### src/hw/rtl/rotation_matrix_to_quaternion_macros.svh
// Assertion macros shared by the rotation-matrix-to-quaternion RTL.
// No dependencies; define ASSERT_OFF to compile the checks away.
`ifndef ROTATION_MATRIX_TO_QUATERNION_MACROS_SVH
`define ROTATION_MATRIX_TO_QUATERNION_MACROS_SVH
`ifndef ASSERT_OFF
`define RMQ_ASSERT(label, clk, rst_n, prop, msg) \
  label: assert property (@(posedge clk) disable iff (!rst_n) (prop)) else $error(msg);
`define RMQ_ASSERT_IMP(label, clk, rst_n, pre, post, msg) \
  label: assert property (@(posedge clk) disable iff (!rst_n) (pre) |-> (post)) else $error(msg);
`else
`define RMQ_ASSERT(label, clk, rst_n, prop, msg)
`define RMQ_ASSERT_IMP(label, clk, rst_n, pre, post, msg)
`endif
`endif

### src/hw/rtl/rmq_pkg.sv
// Types and constants for the rotation-matrix-to-quaternion pipeline.
// No dependencies.
package rmq_pkg;
  localparam int unsigned InW = 18;
  localparam int unsigned TW = 20;
  localparam int unsigned MagW = 19;
  localparam int unsigned SqW = 2 * MagW;
  localparam int unsigned AccW = 60;
  localparam int unsigned NW = 17;
  localparam int unsigned NumLanes = 4;
  localparam int unsigned NumSteps = NW;
  localparam logic signed [TW-1:0] FixOne = TW'(65536);

  typedef logic signed [InW-1:0] fix_t;

  typedef struct packed {
    fix_t m00, m01, m02, m10, m11, m12, m20, m21, m22;
  } mat_t;

  typedef struct packed {
    logic                   vld;
    logic signed [TW-1:0]   t;
    logic [NumLanes-1:0][TW-1:0] v;
  } front_t;

  typedef struct packed {
    logic signed [AccW-1:0] a;
    logic signed [AccW-1:0] p;
    logic signed [AccW-1:0] q;
    logic [NW-1:0]          n;
    logic [NW-1:0]          bit_m;
    logic                   neg;
  } lane_t;

  typedef struct packed {
    logic vld;
    logic pos;
    lane_t [NumLanes-1:0] lane;
  } step_t;
endpackage

### src/hw/rtl/rmq_step.sv
// One bit of the rounded 128*V/sqrt(T) search for all four lanes, registered.
// Tracks A = 65536*V^2 - k^2*T with shifted copies of k*T and T. Uses rmq_pkg.
module rmq_step (
  input  logic            clk_i,
  input  logic            rst_ni,
  input  logic            en_i,
  input  rmq_pkg::step_t  step_i,
  output rmq_pkg::step_t  step_o
);
  import rmq_pkg::*;

  step_t st_d, st_q;

  always_comb begin
    logic signed [AccW-1:0] trial;
    logic                   ok;
    lane_t                  ln;
    st_d.vld = step_i.vld;
    st_d.pos = step_i.pos;
    for (int i = 0; i < NumLanes; i++) begin
      ln = step_i.lane[i];
      trial = ln.a - ln.p - ln.q;
      // Once the result has reached 1.0 it stays there.
      ok = !trial[AccW-1] && !ln.n[NW-1];
      if (ok) begin
        ln.a = trial;
        ln.p = ln.p + (ln.q <<< 1);
        ln.n = ln.n | ln.bit_m;
      end
      ln.p = ln.p >>> 1;
      ln.q = ln.q >>> 2;
      ln.bit_m = ln.bit_m >> 1;
      st_d.lane[i] = ln;
    end
  end

  always_ff @(posedge clk_i or negedge rst_ni) begin
    if (!rst_ni) begin
      st_q <= '0;
    end else if (en_i) begin
      st_q <= st_d;
    end
  end

  assign step_o = st_q;
endmodule

### config.mk
export PLATFORM = sky130hd
export DESIGN_NAME = rmq_step
export DESIGN_NICKNAME = d
export VERILOG_FILES = /design/src/hw/rtl/rotation_matrix_to_quaternion_macros.svh /design/src/hw/rtl/rmq_pkg.sv /design/src/hw/rtl/rmq_step.sv
export SDC_FILE = /design/constraint.sdc
export NUM_CORES = 2
export LEC_CHECK = 0
export BUFFER_PORTS_ARGS = -buffer_cell sky130_fd_sc_hd__buf_2
export CAP_MARGIN = 10
export CORE_AREA = 2 2 667 669
export CTS_BUF_LIST = sky130_fd_sc_hd__clkbuf_8 sky130_fd_sc_hd__clkbuf_16
export DETAILED_ROUTE_END_ITERATION = 10
export DIE_AREA = 0 0 669 671
export PLACE_DENSITY_LB_ADDON = 0.15
export SKIP_LAST_GASP = 1
export SLEW_MARGIN = 10
export SYNTH_ARGS = -nofsm -noshare
export SYNTH_HDL_FRONTEND = slang
export SYNTH_SLANG_ARGS = --single-unit
### constraint.sdc
create_clock -name clk_i -period 1.23 [get_ports clk_i]
set_input_delay 0.0615 -clock clk_i [delete_from_list [all_inputs] [get_ports clk_i]]
set_output_delay 0.0615 -clock clk_i [all_outputs]
set_load 0.01 [all_outputs]
==> impl_metrics.sql <==
INSERT INTO impl_metrics (metric_group, metric, value, unit) VALUES
('synthesis', 'synth_seq_area_share', '31.0', '%'),
('clocking', 'clock_tree_sinks', '846', ''),
('setup_path', 'critPathLaunchType', 'primary input', ''),
('setup_path', 'crit_path_max_fanout', '7', ''),
('drt', 'via_per_inst', '4.33', ''),
('floorplanning', 'height_of_the_die', '671', 'microns'),
('sta', 'max_slew.worst_pin.slew', '1.08', 'ns'),
('clocking', 'numCtsBuffers', '123', ''),
('synthesis', 'synthTopCellsByArea', 'sky130_fd_sc_hd__dfrtp_1 (31%), sky130_fd_sc_hd__a21oi_1 (9.5%), sky130_fd_sc_hd__ha_1 (8.7%), sky130_fd_sc_hd__fa_1 (7.0%), sky130_fd_sc_hd__mux2_2 (5.3%)', ''),
('drt', 'drt_pre_antenna_iters', '6', ''),
('setup_path', 'timing.critical_path.max_delay_family', 'compound AO/OA/AOI/OAI gates', ''),
('setup_path', 'largest_incremental_delay_on_the_critical_path', '0.65', 'ns'),
('synthesis', 'ys_seq_elements', '846', ''),
('synthesis', 'synthesis.instances', '8032', ''),
('sta', 'finalSetupViolCount', '1514', ''),
('drt', 'postRouteAntennaNets', '0', ''),
('power', 'total_power', '180', 'mW'),
('global_route', 'global_route.overflow_total', '0', ''),
('clocking', 'cts-root-to-sink-buffers', '4', ''),
('clocking', 'clock_latency', '0.85', 'ns'),
('drt', 'route.layer.met1.wl', '220000', 'microns'),
('cells_and_area', 'fillerInstances', '47500', ''),
('power', 'static-leakage-power', '61.6', 'nW'),
('synthesis', 'synth_top_cell_by_area', 'sky130_fd_sc_hd__dfrtp_1', ''),
('synthesis', 'post_synth_num_cell_types', '86', ''),
('drt', 'number_of_vias_after_detailed_routing', '85400', ''),
('cells_and_area', 'design.final.nets', '15200', ''),
('worst_hold_path', 'min-delay-path-class', 'primary input to register', ''),
('synthesis', 'cell_area_synth', '0.0684', 'sq mm'),
('power', 'p_clk_share', '21.0', '%'),
('cells_and_area', 'finalNonFillerCells', '19700', ''),
('power', 'pwr_density_cell', '1380', 'mW/mm^2'),
('drt', 'drt_drc_violations_left', '0', ''),
('cells_and_area', 'number_of_flip_flops_under_the_largest_register_name', '846', ''),
('outcome', 'violations', 'hold timing, setup timing', ''),
('floorplanning', 'floorplan.die_area', '0.449', 'sq mm'),
('clocking', 'tritoncts', 'done', ''),
('setup_path', 'critical_path_class', 'primary input to register', ''),
('run', 'cap_violations', '0', ''),
('power', 'power_frac_comb', '57.8', '%'),
('placed_design', 'place.port_buffers', '1722', ''),
('setup_path', 'timing.critical_path.mode_cell', 'sky130_fd_sc_hd__buf_12', ''),
('synthesis', 'post_syn_area_per_cell', '8.51', 'sq um'),
('floorplanning', 'num_io_pins', '1727', ''),
('setup_path', 'path_cells', 'buf_8, inv_4, fa_2, ha_4, a211oi_2, o21ai_1, o22a_1, or3b_1, o21ai_2, buf_12, o21a_4, o21ai_4, a41oi_4, mux2i_4, buf_12, buf_16, buf_16, buf_12, buf_8, nor3_2, a21oi_2, a21oi_2', ''),
('floorplanning', 'initial_utilization', '15.5', '%'),
('cells_and_area', 'ratio_of_cells_with_drive_above_1_in_the_final_layout', '46.2', '%'),
('drt', 'initialDrtViolationCount', '4878', ''),
('power', 'pwr-share-seq', '21.2', '%'),
('drt', 'totalWireLength', '553000', 'microns'),
('floorplanning', 'placeableCoreArea', '0.441', 'sq mm'),
('setup_path', 'cp.buffers_inverters', '8', ''),
('synthesis', 'yosys.area.top_type_share', '31.0', '%'),
('setup_path', 'end_kind', 'register', ''),
('synthesis', 'top_flip_flop_cell_by_instance_count_after_synthesis', 'sky130_fd_sc_hd__dfrtp_1', ''),
('cells_and_area', 'area_growth_syn_to_layout', '90.4', '%'),
('cells_and_area', 'post-route-cell-area', '0.130', 'sq mm'),
('placed_design', 'dp.cells', '18100', ''),
('global_route', 'antenna_violations_before_repair', '211', ''),
('floorplanning', 'chipWidth', '669', 'microns'),
('sta', 'report.final.hold_viol_count', '4', ''),
('sta', 'whs', '-0.405', 'ns'),
('outcome', 'outcome', 'complete, but fails checks', ''),
('sta', 'achievable-frequency', '287', 'MHz'),
('clocking', 'clock_pin_transition_on_the_worst_setup_and_hold_timing_paths', '0.06', 'ns'),
('synthesis', 'synth_edf_count', '0', ''),
('clocking', 'cts_htree_levels', '3', ''),
('sta', 'fin_worst_setup_slack', '-2.25', 'ns'),
('global_route', 'grt_pass1_wl', '740000', 'microns'),
('synthesis', 'async_reset_ff_share', '100', '%'),
('sta', 'worst_clock_skew', '0', 'ns');
[cells in the final DEF (no fill, tap or decap), drive strengths merged, types with 35 or more instances in the layout]
cell	count
mux2i	66
fa	240
nand2b	45
ha	476
nand3	108
a21o	309
buf	4848
nor2b	42
clkbuf	154
inv	649
o211ai	35
nand2	506
diode	133
a21oi	1302
xnor2	272
o21ai	346
a31oi	140
nand4	111
and3	65
xor2	172
nor3	52
dlygate4sd3	1014
nor2	964
mux2	325
dfrtp	846
o21bai	97
o21a	49
a211oi	46
[routing by layer]
metal | vias to the layer above | GRT usage, %
li1 | 39400 | -
met1 | 42600 | 27.4
met3 | 802 | 4.89
met5 | - | 0
met4 | 40 | 12.2
met2 | 2540 | 40.8
[cells by family after synthesis]
logic type / synth area share [%]
compound gates: 22.2
simple gates: 13.0
buf+inv: 6.13
flops: 31.0
fa+ha+maj: 15.7
xor+xnor: 5.69
mux: 6.29
other cells: 0.00549
[layout make-up]
class / instances / area (sq um) / share of cell area, %
clock buffer: 145 / 3390 / 2.61
timing repair buffer: 5875 / 46000 / 35.3
tap: 5904 / 7390 / 5.68
multi-input combinational: 6130 / 48700 / 37.4
clock inverter: 79 / 791 / 0.608
antenna: 133 / 333 / 0.256
sequential: 846 / 21200 / 16.3
inverter: 619 / 2370 / 1.82
[what timing repair did]
action	in CTS	in global routing
setup endpoints to repair	1402	1610
cloned	51	10
resized for setup	870	552
pin swaps	400	245
buffers inserted	172	75
hold buffers	999	37
hold endpoints to repair	1691	39
[per-stage QoR]
step / setup WS [ns] / TNS, ns / utilization [%]
after floorplan: -2.51 / -1163.74 / -
after global placement: -3.66 / -1677.31 / 24.1
after detailed placement: -3.68 / -1689.54 / 24.1
after CTS: -2.16 / -1411.88 / 28.8
final: -2.25 / -1307.16 / 29.5
after global routing: -2.29 / -1427.77 / 29.5
[power groups by stage]
stage | registers [mW] | clock network (mW) | logic, mW
detailed placement | 38.7 | 0 | 86.1
CTS | 38.3 | 39.1 | 101
floorplan | 38.8 | 0 | 34.3
global placement | 38.6 | 0 | 86.3
finish | 38.1 | 37.8 | 104
global route | 38.6 | 40.0 | 111
[worst paths after layout]
kind | slack (ns) | cells past startpoint | start | end
worst max-delay path | -2.25 | 22 | step_i[117] | step_o[98]
worst min-delay path | -0.40 | 4 | step_i[528] | step_o[527]
worst max register to register | 0.31 | 1 | step_o[250] | step_o[250]
worst min register to register | 0.48 | 1 | step_o[208] | step_o[208]
max in group asynchronous | -0.10 | 6 | rst_ni | step_o[43]
min in group asynchronous | 0.30 | 4 | rst_ni | step_o[591]
(Power assumes the default switching activity.)
