### src/hw/rtl/rotation_matrix_to_quaternion_macros.svh
// Assertion macros shared by the rotation-matrix-to-quaternion RTL.
// No dependencies; define ASSERT_OFF to compile the checks away.
`ifndef ROTATION_MATRIX_TO_QUATERNION_MACROS_SVH
`define ROTATION_MATRIX_TO_QUATERNION_MACROS_SVH
`ifndef ASSERT_OFF
`define RMQ_ASSERT(label, clk, rst_n, prop, msg) \
  label: assert property (@(posedge clk) disable iff (!rst_n) (prop)) else $error(msg);
`define RMQ_ASSERT_IMP(label, clk, rst_n, pre, post, msg) \
  label: assert property (@(posedge clk) disable iff (!rst_n) (pre) |-> (post)) else $error(msg);
`else
`define RMQ_ASSERT(label, clk, rst_n, prop, msg)
`define RMQ_ASSERT_IMP(label, clk, rst_n, pre, post, msg)
`endif
`endif

### src/hw/rtl/rmq_pkg.sv
// Types and constants for the rotation-matrix-to-quaternion pipeline.
// No dependencies.
package rmq_pkg;
  localparam int unsigned InW = 18;
  localparam int unsigned TW = 20;
  localparam int unsigned MagW = 19;
  localparam int unsigned SqW = 2 * MagW;
  localparam int unsigned AccW = 60;
  localparam int unsigned NW = 17;
  localparam int unsigned NumLanes = 4;
  localparam int unsigned NumSteps = NW;
  localparam logic signed [TW-1:0] FixOne = TW'(65536);

  typedef logic signed [InW-1:0] fix_t;

  typedef struct packed {
    fix_t m00, m01, m02, m10, m11, m12, m20, m21, m22;
  } mat_t;

  typedef struct packed {
    logic                   vld;
    logic signed [TW-1:0]   t;
    logic [NumLanes-1:0][TW-1:0] v;
  } front_t;

  typedef struct packed {
    logic signed [AccW-1:0] a;
    logic signed [AccW-1:0] p;
    logic signed [AccW-1:0] q;
    logic [NW-1:0]          n;
    logic [NW-1:0]          bit_m;
    logic                   neg;
  } lane_t;

  typedef struct packed {
    logic vld;
    logic pos;
    lane_t [NumLanes-1:0] lane;
  } step_t;
endpackage

### src/hw/rtl/rmq_front.sv
// Branch selection and operand setup: two register stages that form the
// trace term, the branch values and the initial root-search terms. Uses rmq_pkg.
module rmq_front (
  input  logic            clk_i,
  input  logic            rst_ni,
  input  logic            en_i,
  input  logic            vld_i,
  input  rmq_pkg::mat_t   mat_i,
  output rmq_pkg::step_t  step_o
);
  import rmq_pkg::*;

  logic signed [TW-1:0] m00, m01, m02, m10, m11, m12, m20, m21, m22;
  front_t fr_d, fr_q;
  step_t  st_d, st_q;

  assign m00 = TW'(mat_i.m00);
  assign m01 = TW'(mat_i.m01);
  assign m02 = TW'(mat_i.m02);
  assign m10 = TW'(mat_i.m10);
  assign m11 = TW'(mat_i.m11);
  assign m12 = TW'(mat_i.m12);
  assign m20 = TW'(mat_i.m20);
  assign m21 = TW'(mat_i.m21);
  assign m22 = TW'(mat_i.m22);

  always_comb begin
    fr_d.vld = vld_i;
    if (m22 < 0) begin
      if (m00 > m11) begin
        fr_d.t = FixOne + m00 - m11 - m22;
        fr_d.v[0] = m12 - m21;
        fr_d.v[1] = fr_d.t;
        fr_d.v[2] = m01 + m10;
        fr_d.v[3] = m20 + m02;
      end else begin
        fr_d.t = FixOne - m00 + m11 - m22;
        fr_d.v[0] = m20 - m02;
        fr_d.v[1] = m01 + m10;
        fr_d.v[2] = fr_d.t;
        fr_d.v[3] = m12 + m21;
      end
    end else begin
      if (m00 + m11 < 0) begin
        fr_d.t = FixOne - m00 - m11 + m22;
        fr_d.v[0] = m01 - m10;
        fr_d.v[1] = m20 + m02;
        fr_d.v[2] = m12 + m21;
        fr_d.v[3] = fr_d.t;
      end else begin
        fr_d.t = FixOne + m00 + m11 + m22;
        fr_d.v[0] = fr_d.t;
        fr_d.v[1] = m12 - m21;
        fr_d.v[2] = m20 - m02;
        fr_d.v[3] = m01 - m10;
      end
    end
  end

  // The search starts from n = 0, where 2n-1 = -1.
  always_comb begin
    logic signed [TW-1:0]   v;
    logic [MagW-1:0]        mag;
    logic [SqW-1:0]         sq;
    logic signed [AccW-1:0] t_ext;
    st_d.vld = fr_q.vld;
    st_d.pos = fr_q.t > 0;
    t_ext = AccW'(fr_q.t);
    for (int i = 0; i < NumLanes; i++) begin
      v = $signed(fr_q.v[i]);
      mag = v[TW-1] ? MagW'(-v) : MagW'(v);
      sq = SqW'(mag) * SqW'(mag);
      st_d.lane[i].a = (AccW'(sq) <<< 16) - t_ext;
      st_d.lane[i].p = -(t_ext <<< (NW + 1));
      st_d.lane[i].q = t_ext <<< (2 * NW);
      st_d.lane[i].n = '0;
      st_d.lane[i].bit_m = NW'(1) << (NW - 1);
      st_d.lane[i].neg = v[TW-1];
    end
  end

  always_ff @(posedge clk_i or negedge rst_ni) begin
    if (!rst_ni) begin
      fr_q <= '0;
      st_q <= '0;
    end else if (en_i) begin
      fr_q <= fr_d;
      st_q <= st_d;
    end
  end

  assign step_o = st_q;
endmodule

### config.mk
export PLATFORM = sky130hd
export DESIGN_NAME = rmq_front
export DESIGN_NICKNAME = d
export VERILOG_FILES = /design/src/hw/rtl/rotation_matrix_to_quaternion_macros.svh /design/src/hw/rtl/rmq_pkg.sv /design/src/hw/rtl/rmq_front.sv
export SDC_FILE = /design/constraint.sdc
export NUM_CORES = 2
export LEC_CHECK = 0
export ABC_AREA = 1
export ABC_CLOCK_PERIOD_IN_PS = 11400
export BUFFER_PORTS_ARGS = -buffer_cell sky130_fd_sc_hd__buf_2
export CORE_AREA = 2 2 403 405
export CTS_BUF_LIST = sky130_fd_sc_hd__clkbuf_4 sky130_fd_sc_hd__clkbuf_8
export DETAILED_ROUTE_END_ITERATION = 6
export DIE_AREA = 0 0 405 407
export MAX_ROUTING_LAYER = met4
export PLACE_DENSITY = 0.77
export SLEW_MARGIN = 20
export SYNTH_ARGS = -nofsm -noshare
export SYNTH_HDL_FRONTEND = slang
export SYNTH_SLANG_ARGS = --single-unit
### constraint.sdc
create_clock -name clk_i -period 11.4 [get_ports clk_i]
set_input_delay 0.57 -clock clk_i [delete_from_list [all_inputs] [get_ports clk_i]]
set_output_delay 0.57 -clock clk_i [all_outputs]
set_load 0.005 [all_outputs]
==> results.txt <==
The global-route met2 utilization is 0.586. The via count of the first global-routing pass was 82,245; the worst slew slack as a fraction of its limit was 0.114. The count of final hold-check violations is 0, and the time the final worst path needs with I/O delays and setup is 10.39 ns. At the worst endpoint, the arrival time is 11.12 ns. The tools report the total negative slack for setup checks as 0 ns. The critical path class is reg2reg.

The run gives 34 as the number of antenna violations at the first check in global routing. The first global-routing pass estimated 497,000 um of wire. For this design the top-level I/O count stands at 1,028. The number of fill cells came out at 15,723. A synthesized cell averages 6.86 sq um.

The met1 track utilization from global routing is 0.531, and the HPWL reported at the end of detailed placement is 279,000 um. In the final routed layout, each cell accounts on average for 21.3 um. The floorplan step defined a die boundary enclosing 0.165 sq mm. Cell occurring most often along the worst timing path: sky130_fd_sc_hd__inv_1. The layer flagged by global routing as most heavily used is met2.

The run gives 51 as the number of distinct library cell variants in the gate-level netlist after synthesis. The run gives 102 as the pin count of the biggest net entering global routing. Ranked by total cell area, the synthesized netlist is headed by sky130_fd_sc_hd__fa_1 (24%), sky130_fd_sc_hd__nand2_1 (13%), sky130_fd_sc_hd__ha_1 (12%), sky130_fd_sc_hd__inv_1 (11%), sky130_fd_sc_hd__dfrtp_1 (9.2%). The part of the Yosys area used for sequential elements is 0.0922.

The number of warning messages in the yosys log came out at 0. The endpoint identified for the worst register-to-register timing path is step_o[853]. The critical path runs through a total of 41 cells.

The total global-route track usage is 0.414. In this run the remaining antenna-violating nets after routing total 0. CTS built an H-tree with a depth of 3. The number of cells on the worst reg-to-reg path is 41. The run gives 13,021 as the cell count after synthesis. Most area-hungry cell type in the Yosys netlist: sky130_fd_sc_hd__fa_1. TritonCTS built the clock tree. Clock-pin slew was measured on the worst setup and hold paths at 0.07 ns.

The tightest min-delay check is of the in2reg type. Following the worst setup path forward leads to its endpoint at step_o[853]. Between clock sinks in the finished design, the worst skew comes to 0.114 ns. The layout net count came out at 15,402. Dividing the detail-routed via count by the number of cells gives 5.50.

In this run, CTS created clock tree buffers numbering 68. For this block, the routed nets add up to 331,000 um of wire. The clock net in this run drives a total of 329 sinks. Along the worst path, the maximum fanout reaches 21. The number of max-slew violations in the final report came out at 0. For the number of setup violations in the final report, the log shows 0. The buffer type at the clock tree root was sky130_fd_sc_hd__clkbuf_8. In the post-synthesis netlist, the cell with the most instances is sky130_fd_sc_hd__nand2_1. For this design, the CTS-stage hold fixing added 2 buffers. The share of post-route cells with drive strength above 1 is 0.0738. Measured along the x axis, the die boundary spans 405 um. The synthesized design contains 329 register bits.

The final weighted congestion of routability-driven global placement was 1.10; the number of DRC markers in iteration 0 was 9,972. The multi-input combinational cell area came out at 0.0667 sq mm. By count the netlist is led by sky130_fd_sc_hd__nand2_1 (3,068), sky130_fd_sc_hd__inv_1 (2,591), sky130_fd_sc_hd__nor2_1 (1,359). The later pin in the worst-skew pair is clocked with a latency of 0.88 ns. The critical path buffer and inverter count works out to 10. The worst setup path is captured at a register. Max-cap violations in this run came to 0.

Vertical extent of the die: 407 um. Ratio of final minimum period to clock period: 0.912. The placement row count is 147. The worst register-to-register path begins at fr_q[60]. For the starting density of the core, the log shows 0.557. The netlist area before placement came out at 0.0893 sq mm.

The synthesis-to-layout area growth is 4.48%. Among cell families on the critical path, the largest total delay comes from adder cells. The delay of the slowest cell on the worst path works out to 0.57 ns.

The start point of the critical path is fr_q[60]. Summing all flip-flop and latch instances after layout gives 0.00823 sq mm. The DRC violation count after routing was 0. Port buffering added 687 buffers. The run gives 0.160 sq mm as the core footprint. The share of Yosys cell area claimed by the top area cell type is 0.240, and the buffers inserted during post-CTS setup optimization is 0.

The library cell contributing the largest single delay on the critical path is sky130_fd_sc_hd__fa_1. STA classifies the critical path startpoint as a register. The tools report the critical path required time as 12.12 ns.

The most instantiated flip-flop cell in the synthesis netlist was sky130_fd_sc_hd__dfrtp_1. The async set-reset flop share out of synthesis was 1.00; the met3 track demand over resource in global routing was 0.118. In this run, synthesis inferred 0 flip-flops with an integrated enable.

In this run, post-CTS repair resized a total of 0 instances. Timing would allow up to 96.2 MHz. For the pin with the worst max-slew slack, the measured transition is 1.32 ns.

Overflow left after global routing: 0. For the buffer levels on the longest clock path, the log shows 3. The run finished with clean final reports. Setup repair after global routing left no endpoint under its margin. The number of detailed-routing iterations run before antenna repair was 6; the reg2reg setup slack was 1.01 ns. For the total vias in the final route, the log shows 85,490.
[layout make-up]
cell class              instances  share of cell area
clock buffers                  94              0.0131
multi-input cells            9516               0.715
flip-flops and latches        329              0.0883
diodes                         40             0.00107
repair buffers                770              0.0438
clock inverters                29             0.00437
well taps                    2160              0.0290
inverters                    2612               0.105
[metal layers]
layer	wire, um	vias up
met5	0	-
met4	22400	0
met3	41700	913
met2	136000	4734
met1	130000	40270
li1	-	39573
[worst register-to-register path, delay by kind of cell, from the launching register on]
family,cells,cell delay [ns]
xor gates and xnor gates,1,0.17
buffers and inverters,10,1.60
DFF,1,0.44
and+or+nand+nor,18,3.27
AOI/OAI and AO/OA,4,1.10
adders and majority gates,8,3.70
[through the flow]
step / setup slack, ns / std cells / hold slack, ns / cell area [sq um] / util
finish: 1.01 / 15550 / 0.225 / 93300 / 0.582
global route: 0.378 / 15542 / 0.227 / 93300 / 0.582
CTS: 1.16 / 15510 / 0.169 / 93200 / 0.582
detailed placement: 1.15 / 15385 / 0.461 / 91500 / 0.571
global placement: 1.25 / 15385 / 0.459 / 91500 / 0.571
floorplan: 2.72 / 13360 / 0.274 / 90600 / -
[logic make-up after synthesis]
family / after synthesis / synth area share
muxes: 1 / 0.000112
and+or+nand+nor: 5631 / 0.258
buffers and inverters: 3515 / 0.175
DFF: 329 / 0.0922
other: 1 / 0.0000420
adders and majority gates: 1939 / 0.362
AOI/OAI and AO/OA: 1260 / 0.0780
xor gates and xnor gates: 345 / 0.0341
[cell usage in the layout (no fill, tap or decap), types with 83 or more instances in the layout]
master and n:
sky130_fd_sc_hd__xor2_1 231, sky130_fd_sc_hd__nor2_1 1357, sky130_fd_sc_hd__nand3_1 828, sky130_fd_sc_hd__nand2_1 3066, sky130_fd_sc_hd__a21oi_1 547, sky130_fd_sc_hd__nand4_1 110, sky130_fd_sc_hd__fa_1 1071, sky130_fd_sc_hd__dfrtp_1 329
sky130_fd_sc_hd__buf_2 684, sky130_fd_sc_hd__ha_1 868, sky130_fd_sc_hd__xnor2_1 111, sky130_fd_sc_hd__o21ai_0 418, sky130_fd_sc_hd__conb_1 340, sky130_fd_sc_hd__clkbuf_8 83, sky130_fd_sc_hd__nor3_1 113, sky130_fd_sc_hd__inv_1 2589
[how the worst min path moves through the flow]
stage | startpoint | endpoint | depth (start not counted)
5_1_grt | en_i | step_o[191] | 3
3_5_place_dp | step_o[204] | step_o[204] | 2
6_report | en_i | step_o[193] | 3
3_3_place_gp | step_o[204] | step_o[204] | 2
4_1_cts | en_i | step_o[205] | 3
2_1_floorplan | rst_ni | fr_q[0] | 0
[flip-flops by register name, indices dropped and copies added, names as in the netlist]
name and cells:
step_o 228, fr_q 101
Power is not shown: default switching activity piles up to over one toggle a cycle in this logic, so the estimate is an artifact.
